<file path="config.mk">
export PLATFORM = sky130hd
export DESIGN_NAME = record_exchange_sort_by_key
export DESIGN_NICKNAME = d
export VERILOG_FILES = /design/src/sv/res_pkg.sv /design/src/sv/record_exchange_sort_by_key.sv /design/src/sv/res_mem.sv /design/src/sv/res_seq.sv
export SDC_FILE = /design/constraint.sdc
export NUM_CORES = 2
export LEC_CHECK = 0
export BUFFER_PORTS_ARGS = -buffer_cell sky130_fd_sc_hd__buf_2
export CAP_MARGIN = 5
export CELL_PAD_IN_SITES_DETAIL_PLACEMENT = 0
export CELL_PAD_IN_SITES_GLOBAL_PLACEMENT = 1
export CORE_MARGIN = 1.5
export CORE_UTILIZATION = 35
export CTS_CLUSTER_DIAMETER = 150
export DETAILED_ROUTE_END_ITERATION = 8
export HOLD_SLACK_MARGIN = 0.12
export PLACE_DENSITY = 0.66
export SETUP_SLACK_MARGIN = 0.3
export SLEW_MARGIN = 10
export SYNTH_ARGS = -nofsm -noshare
export SYNTH_HDL_FRONTEND = slang
export SYNTH_SLANG_ARGS = --single-unit
</file>
<file path="constraint.sdc">
create_clock -name clk -period 6.6 [get_ports clk]
set_clock_uncertainty 0.1 [all_clocks]
set_input_delay 0.33 -clock clk [delete_from_list [all_inputs] [get_ports clk]]
set_output_delay 0.33 -clock clk [all_outputs]
set_load 0.05 [all_outputs]
</file>
<file path="src/sv/res_pkg.sv">
// shared types and constants for the record exchange sort block
package res_pkg;

  localparam int unsigned MAX_RECORDS_DEF = 32;
  localparam int unsigned ID_W            = 16;
  localparam int unsigned KEY_W           = 32;

  typedef struct packed {
    logic [KEY_W-1:0] key;
    logic [ID_W-1:0]  id;
  } rec_t;

  typedef enum logic [2:0] {
    ST_IDLE,
    ST_PRIME,
    ST_SCAN,
    ST_STORE,
    ST_EMIT
  } sort_state_t;

endpackage

</file>
<file path="src/sv/record_exchange_sort_by_key.sv">
// a record accepted while the set is not full is written to memory when accepted; after
// the final record the sort runs its prime, scan and store passes, then n results one per cycle
// throughput: one record per cycle while loading, set by the single memory write port
// the compare-swap scan reads one memory entry per cycle, so sorting dominates
// reset: synchronous active-low, empties the set and clears the dropped flag
// results cannot be stalled; out_valid marks each one for a single cycle
module record_exchange_sort_by_key #(
  parameter int unsigned MAX_RECORDS = res_pkg::MAX_RECORDS_DEF
) (
  input  logic                       clk,
  input  logic                       rst_n,
  input  logic                       start,
  output logic                       busy,
  input  logic [res_pkg::ID_W-1:0]   in_record_id,
  input  logic [res_pkg::KEY_W-1:0]  in_price_key,
  input  logic                       in_last_record,
  output logic                       out_valid,
  output logic [res_pkg::ID_W-1:0]   out_sorted_id,
  output logic [res_pkg::KEY_W-1:0]  out_sorted_price,
  output logic                       out_end_of_run,
  output logic                       out_overflow
);
  import res_pkg::*;

  localparam int unsigned AW = $clog2(MAX_RECORDS);

  rec_t          in_rec;
  logic          mem_wr_en;
  logic [AW-1:0] mem_wr_addr;
  rec_t          mem_wr_data;
  logic          mem_rd_en;
  logic [AW-1:0] mem_rd_addr;
  rec_t          mem_rd_data;

  assign in_rec.id  = in_record_id;
  assign in_rec.key = in_price_key;

  res_seq #(
    .MAX_RECORDS (MAX_RECORDS)
  ) u_seq (
    .clk         (clk),
    .rst_n       (rst_n),
    .start       (start),
    .busy        (busy),
    .in_rec      (in_rec),
    .in_last     (in_last_record),
    .mem_wr_en   (mem_wr_en),
    .mem_wr_addr (mem_wr_addr),
    .mem_wr_data (mem_wr_data),
    .mem_rd_en   (mem_rd_en),
    .mem_rd_addr (mem_rd_addr),
    .mem_rd_data (mem_rd_data),
    .out_strobe  (out_valid),
    .out_end     (out_end_of_run),
    .out_ovf     (out_overflow)
  );

  res_mem #(
    .MAX_RECORDS (MAX_RECORDS)
  ) u_mem (
    .clk     (clk),
    .wr_en   (mem_wr_en),
    .wr_addr (mem_wr_addr),
    .wr_data (mem_wr_data),
    .rd_en   (mem_rd_en),
    .rd_addr (mem_rd_addr),
    .rd_data (mem_rd_data)
  );

  assign out_sorted_id    = mem_rd_data.id;
  assign out_sorted_price = mem_rd_data.key;

endmodule

</file>
<file path="src/sv/res_mem.sv">
// record memory, one write port and one registered read port
module res_mem #(
  parameter int unsigned MAX_RECORDS = res_pkg::MAX_RECORDS_DEF
) (
  input  logic                           clk,
  input  logic                           wr_en,
  input  logic [$clog2(MAX_RECORDS)-1:0] wr_addr,
  input  res_pkg::rec_t                  wr_data,
  input  logic                           rd_en,
  input  logic [$clog2(MAX_RECORDS)-1:0] rd_addr,
  output res_pkg::rec_t                  rd_data
);
  import res_pkg::*;

  rec_t mem_r [MAX_RECORDS];
  rec_t rd_data_r;

  always_ff @(posedge clk) begin
    if (wr_en) begin
      mem_r[wr_addr] <= wr_data;
    end
  end

  always_ff @(posedge clk) begin
    if (rd_en) begin
      rd_data_r <= mem_r[rd_addr];
    end
  end

  assign rd_data = rd_data_r;

endmodule

</file>
<file path="src/sv/res_seq.sv">
// load, exchange sort and emission sequencer driving the record memory
module res_seq #(
  parameter int unsigned MAX_RECORDS = res_pkg::MAX_RECORDS_DEF
) (
  input  logic                           clk,
  input  logic                           rst_n,
  input  logic                           start,
  output logic                           busy,
  input  res_pkg::rec_t                  in_rec,
  input  logic                           in_last,
  output logic                           mem_wr_en,
  output logic [$clog2(MAX_RECORDS)-1:0] mem_wr_addr,
  output res_pkg::rec_t                  mem_wr_data,
  output logic                           mem_rd_en,
  output logic [$clog2(MAX_RECORDS)-1:0] mem_rd_addr,
  input  res_pkg::rec_t                  mem_rd_data,
  output logic                           out_strobe,
  output logic                           out_end,
  output logic                           out_ovf
);
  import res_pkg::*;

  localparam int unsigned AW = $clog2(MAX_RECORDS);
  localparam int unsigned CW = $clog2(MAX_RECORDS + 1);

  sort_state_t   state_r, state_nxt;
  logic [CW-1:0] count_r, count_nxt;
  logic          dropped_r, dropped_nxt;
  logic [AW-1:0] i_r, i_nxt;
  logic [AW-1:0] j_r, j_nxt;
  rec_t          hold_r, hold_nxt;
  logic          strobe_r, strobe_nxt;
  logic          end_r, end_nxt;
  logic          ovf_r, ovf_nxt;

  logic          accept;
  logic          full;
  logic [CW-1:0] n_after;
  logic          do_sort;
  logic          scan_more;
  logic          outer_more;
  logic          emit_last;

  assign accept     = start && (state_r == ST_IDLE);
  assign full       = (count_r == CW'(MAX_RECORDS));
  assign n_after    = full ? count_r : count_r + CW'(1);
  assign do_sort    = (n_after >= CW'(2));
  assign scan_more  = ((CW'(j_r) + CW'(1)) < count_r);
  assign outer_more = ((CW'(i_r) + CW'(2)) < count_r);
  assign emit_last  = ((CW'(i_r) + CW'(1)) == count_r);

  // next state
  always_comb begin
    state_nxt = state_r;
    unique case (state_r)
      ST_IDLE: begin
        if (accept && in_last) begin
          state_nxt = do_sort ? ST_PRIME : ST_EMIT;
        end
      end
      ST_PRIME: state_nxt = ST_SCAN;
      ST_SCAN: begin
        if (!scan_more) begin
          state_nxt = ST_STORE;
        end
      end
      ST_STORE: state_nxt = outer_more ? ST_PRIME : ST_EMIT;
      ST_EMIT: begin
        if (emit_last) begin
          state_nxt = ST_IDLE;
        end
      end
      default: state_nxt = ST_IDLE;
    endcase
  end

  // memory control and datapath
  always_comb begin
    busy        = (state_r != ST_IDLE);
    mem_wr_en   = 1'b0;
    mem_wr_addr = count_r[AW-1:0];
    mem_wr_data = in_rec;
    mem_rd_en   = 1'b0;
    mem_rd_addr = i_r;
    count_nxt   = count_r;
    dropped_nxt = dropped_r;
    i_nxt       = i_r;
    j_nxt       = j_r;
    hold_nxt    = hold_r;
    strobe_nxt  = 1'b0;
    end_nxt     = 1'b0;
    ovf_nxt     = ovf_r;
    unique case (state_r)
      ST_IDLE: begin
        if (accept) begin
          if (full) begin
            dropped_nxt = 1'b1;
          end else begin
            mem_wr_en = 1'b1;
            count_nxt = count_r + CW'(1);
          end
          if (in_last) begin
            i_nxt = '0;
            j_nxt = AW'(1);
            if (do_sort) begin
              mem_rd_en   = 1'b1;
              mem_rd_addr = '0;
            end
          end
        end
      end
      ST_PRIME: begin
        hold_nxt    = mem_rd_data;
        mem_rd_en   = 1'b1;
        mem_rd_addr = j_r;
      end
      ST_SCAN: begin
        if (hold_r.key > mem_rd_data.key) begin
          mem_wr_en   = 1'b1;
          mem_wr_addr = j_r;
          mem_wr_data = hold_r;
          hold_nxt    = mem_rd_data;
        end
        if (scan_more) begin
          mem_rd_en   = 1'b1;
          mem_rd_addr = j_r + AW'(1);
          j_nxt       = j_r + AW'(1);
        end
      end
      ST_STORE: begin
        mem_wr_en   = 1'b1;
        mem_wr_addr = i_r;
        mem_wr_data = hold_r;
        if (outer_more) begin
          mem_rd_en   = 1'b1;
          mem_rd_addr = i_r + AW'(1);
          i_nxt       = i_r + AW'(1);
          j_nxt       = i_r + AW'(2);
        end else begin
          i_nxt = '0;
        end
      end
      ST_EMIT: begin
        mem_rd_en   = 1'b1;
        mem_rd_addr = i_r;
        strobe_nxt  = 1'b1;
        end_nxt     = emit_last;
        ovf_nxt     = dropped_r;
        i_nxt       = i_r + AW'(1);
        if (emit_last) begin
          count_nxt   = '0;
          dropped_nxt = 1'b0;
          i_nxt       = '0;
        end
      end
      default: begin
      end
    endcase
  end

  always_ff @(posedge clk) begin
    if (!rst_n) begin
      state_r   <= ST_IDLE;
      count_r   <= '0;
      dropped_r <= 1'b0;
      i_r       <= '0;
      j_r       <= '0;
      strobe_r  <= 1'b0;
      end_r     <= 1'b0;
      ovf_r     <= 1'b0;
    end else begin
      state_r   <= state_nxt;
      count_r   <= count_nxt;
      dropped_r <= dropped_nxt;
      i_r       <= i_nxt;
      j_r       <= j_nxt;
      strobe_r  <= strobe_nxt;
      end_r     <= end_nxt;
      ovf_r     <= ovf_nxt;
    end
  end

  always_ff @(posedge clk) begin
    hold_r <= hold_nxt;
  end

  assign out_strobe = strobe_r;
  assign out_end    = end_r;
  assign out_ovf    = ovf_r;

endmodule

</file>
==> flow_summary_export.csv <==
group,metric,value,unit
yosys,synth_edf_count,1632,
yosys,yosys.area.top_type,"edfxtp_1",
cts,cts_root_buf,"clkbuf_16",
worst_setup_path,crit_path_start_kind,"register",
floorplan,dieArea,191000,um^2
timing,period_share,89.2,%
route,wl_per_cell,27.9,um
worst_setup_path,crit_slowest_cell,"nor2_2",
min_path,whs_path_depth,2,
placement,place_inst,6868,
yosys,synth.most_common_cell,"edfxtp_1",
final_layout,nNetsFinal,4649,
yosys,async_reset_ff_share,0,%
outcome,status,"completed",
timing,rsz0062_at_grt,"no",
timing,relSlewSlack,26.0,%
final_layout,multi_input_area,15500,um^2
worst_setup_path,path_cells,"clkinv_1 -> ha_1 -> o21ai_0 -> a21oi_1 -> o22ai_1 -> ha_1 -> nand2_1 -> o211ai_1 -> nor2_1 -> a211oi_4 -> buf_4 -> o21bai_4 -> buf_12 -> nand2_1 -> nor2_2 -> buf_4 -> a221oi_1 -> nor4_4",
cts,cts_sinks,1655,
global_routing,grt_pass1_vias,38033,
final_layout,seq_area,49500,um^2
pwr,p_leak,25.0,nW
worst_setup_path,crit_type,"register to register",
timing,timing_hold_violations_final,0,
yosys,synth.top_cells.by_count,"1,632 x edfxtp_1, 591 x nand2_1, 393 x nor2_1",
worst_setup_path,critical_path_peak_fanout,46,
floorplan,core_region_area,188000,um^2
pwr,power_density,378,nW/um^2
placement,finalWeightedCongestion,0.881,
timing,setup_tns,0,ns
yosys,yosysTopAreaCellShare,74.2,%
final_layout,final_cells,7171,
timing,fmax,170,MHz
timing,drv_slew,0,
floorplan,boundaryPins,104,
route,via_per_inst,5.53,
floorplan,die_height,437,um
min_path,hold_path.class,"input pin to register",
yosys,ys_seq_area_share,74.9,%
yosys,synthCells,4380,
global_routing,overflow,0,
route,drt_iter0_markers,4612,
global_routing,grt_first_pass_wirelength,283000,um
worst_setup_path,cp_data_arrival_time,6.33,ns
floorplan,die_x,437,um
route,drcViolationCount,0,
run,cap_viol_max_count,0,
yosys,ys_seq_elements,1655,
timing,tightest_slew,1.11,ns
yosys,ys_top_cells_by_area,"edfxtp_1 74%, mux2i_1 3.9%, nand2_1 3.4%, nor2_1 2.2%, nand3_1 1.5%",
cts,clockBufferDepth,3,
cts,cts_buffers,168,
cts,clock_latency,0.82,ns
yosys,synth-main-ff-cell,"edfxtp_1",
yosys,syn-num-nets,4482,
final_layout,utilization,40.2,%
route,postRouteAntennaNets,0,
floorplan,placement_rows,159,
yosys,yosysWarnings,0,
pwr,vdd_drop_max,0.000282,V
route,drt_wl_total,200000,um
cts,htree_levels,4,
global_routing,track_usage,20.5,%
placement,post-dp-hpwl,116000,um
placement,portBuffers,103,
timing,finalCriticalPeriod,5.89,ns
worst_setup_path,cp-end-kind,"register",
final_layout,n_fill_cell,17008,
floorplan,initial_utilization,35.2,%
global_routing,grt_max_degree,146,
worst_setup_path,rr_worst_depth,18,
yosys,synth_area_per_cell,15.1,um^2
yosys,synth_cell_types,87,
cts,clkTransAtPathRegs,0.06,ns
timing,finalSetupViolCount,0,
yosys,synth.cell_area,66100,um^2
cts,cts_tree,"done",
final_layout,drive_above_1_share,13.9,%
global_routing,antenna_found_initial,1,
worst_setup_path,critPathRequiredTime,7.05,ns
route,dr.pass1.iters,6,
route,vias,39682,
final_layout,area_growth,14.2,%
worst_setup_path,cp_slowest_stage_delay,0.51,ns
-- power breakdown --
| group | internal, mW | total (mW) | switching, mW |
|---|---|---|---|
| Combinational | 1.79 | 6.63 | 4.84 |
| Sequential | 12.7 | 13.1 | 0.420 |
| Clock | 4.86 | 8.81 | 3.95 |
| Total | 19.3 | 28.5 | 9.21 |
-- worst max-delay path: cells and delay by family (launching register included) --
kind / cells / cell delay (ns)
AOI/OAI and AO/OA: 7 / 1.49
buffers and inverters: 4 / 1.44
and+or+nand+nor: 5 / 1.30
adders and majority gates: 2 / 0.74
DFF: 1 / 0.50
-- what timing repair did --
item                                    CTS  global route
buffers inserted                          0             0
resized for setup                         0             1
hold buffers                              4             0
endpoints found under the setup margin    0             1
hold endpoints to repair                 25             0
-- worst paths after layout --
| path | start | end | slack, ns |
|---|---|---|---|
| setup / recovery | u_seq.count_r[3] | u_mem.rd_data[32] | 0.71 |
| hold / removal | in_record_id[12] | u_mem.mem_r[20][12] | 0.26 |
| setup reg to reg | u_seq.count_r[3] | u_mem.rd_data[32] | 0.71 |
| hold reg to reg | u_seq.out_ovf | u_seq.out_ovf | 0.35 |
-- state kept, by name, indices dropped and copies added, names as in the netlist --
signal / flops
u_seq.out_strobe: 1
u_seq.dropped_r: 1
u_seq.i_r: 5
u_seq.out_ovf: 1
u_seq.hold_r: 48
u_seq.state_r: 3
u_seq.out_end: 1
u_seq.count_r: 6
u_mem.mem_r: 1536
u_mem.rd_data: 48
u_seq.j_r: 5
-- cells in the final DEF (no fill, tap or decap), drive strengths merged, types with 16 or more instances in the layout --
cell and n:
edfxtp 1632, nand2 595, nor2 396, mux2i 258
buf 257, clkbuf 218, nand3 196, a21oi 100
a31oi 94, o32ai 92, nor3 78, mux2 67
clkinv 66, a221oi 63, o21ai 58, inv 51
ha 50, nand4 49, a32oi 37, a221o 33
o32a 30, dfxtp 23, nor4 22, a211oi 21
o211a 17, o221a 16
-- cell families (layout without fill, tap and decap cells) --
family / Yosys count / after routing / share of synthesized area [%]
flip-flops: 1655 / 1655 / 74.9
AND/OR/NAND/NOR: 1378 / 1378 / 8.98
AO/OA/AOI/OAI: 647 / 647 / 7.62
multiplexers: 326 / 326 / 5.08
buffers and inverters: 309 / 600 / 2.29
adder cells (fa/ha/maj): 50 / 50 / 0.947
XOR/XNOR: 15 / 15 / 0.199
other: 0 / 5 / 0
-- metal layers --
metal	part of all wire, %	track usage, %
met3	6.3	2.81
met2	48	33.2
met5	0	0
met4	4.1	8.18
met1	42	27.9
-- per-stage QoR --
step | total power [mW] | setup slack, ns | area [um^2] | hold WS (ns)
floorplan | 17.2 | 0.848 | 66100 | 0.346
global placement | 19.9 | 0.272 | 70400 | 0.341
detailed placement | 19.9 | 0.527 | 70500 | 0.341
CTS | 28.7 | 0.510 | 75400 | 0.209
global route | 29.5 | 0.465 | 75500 | 0.264
finish | 28.5 | 0.711 | 75500 | 0.261
-- layout make-up --
type,count,area share [%]
Sequential cell,1655,65.5
Multi-Input combinational cell,2416,20.5
Clock buffer,218,5.96
Tap cell,2495,4.14
Timing Repair Buffer,261,2.96
Clock inverter,76,0.607
Inverter,45,0.224
Antenna cell,5,0.0166
No activity file was read; power rests on OpenSTA's default activity.
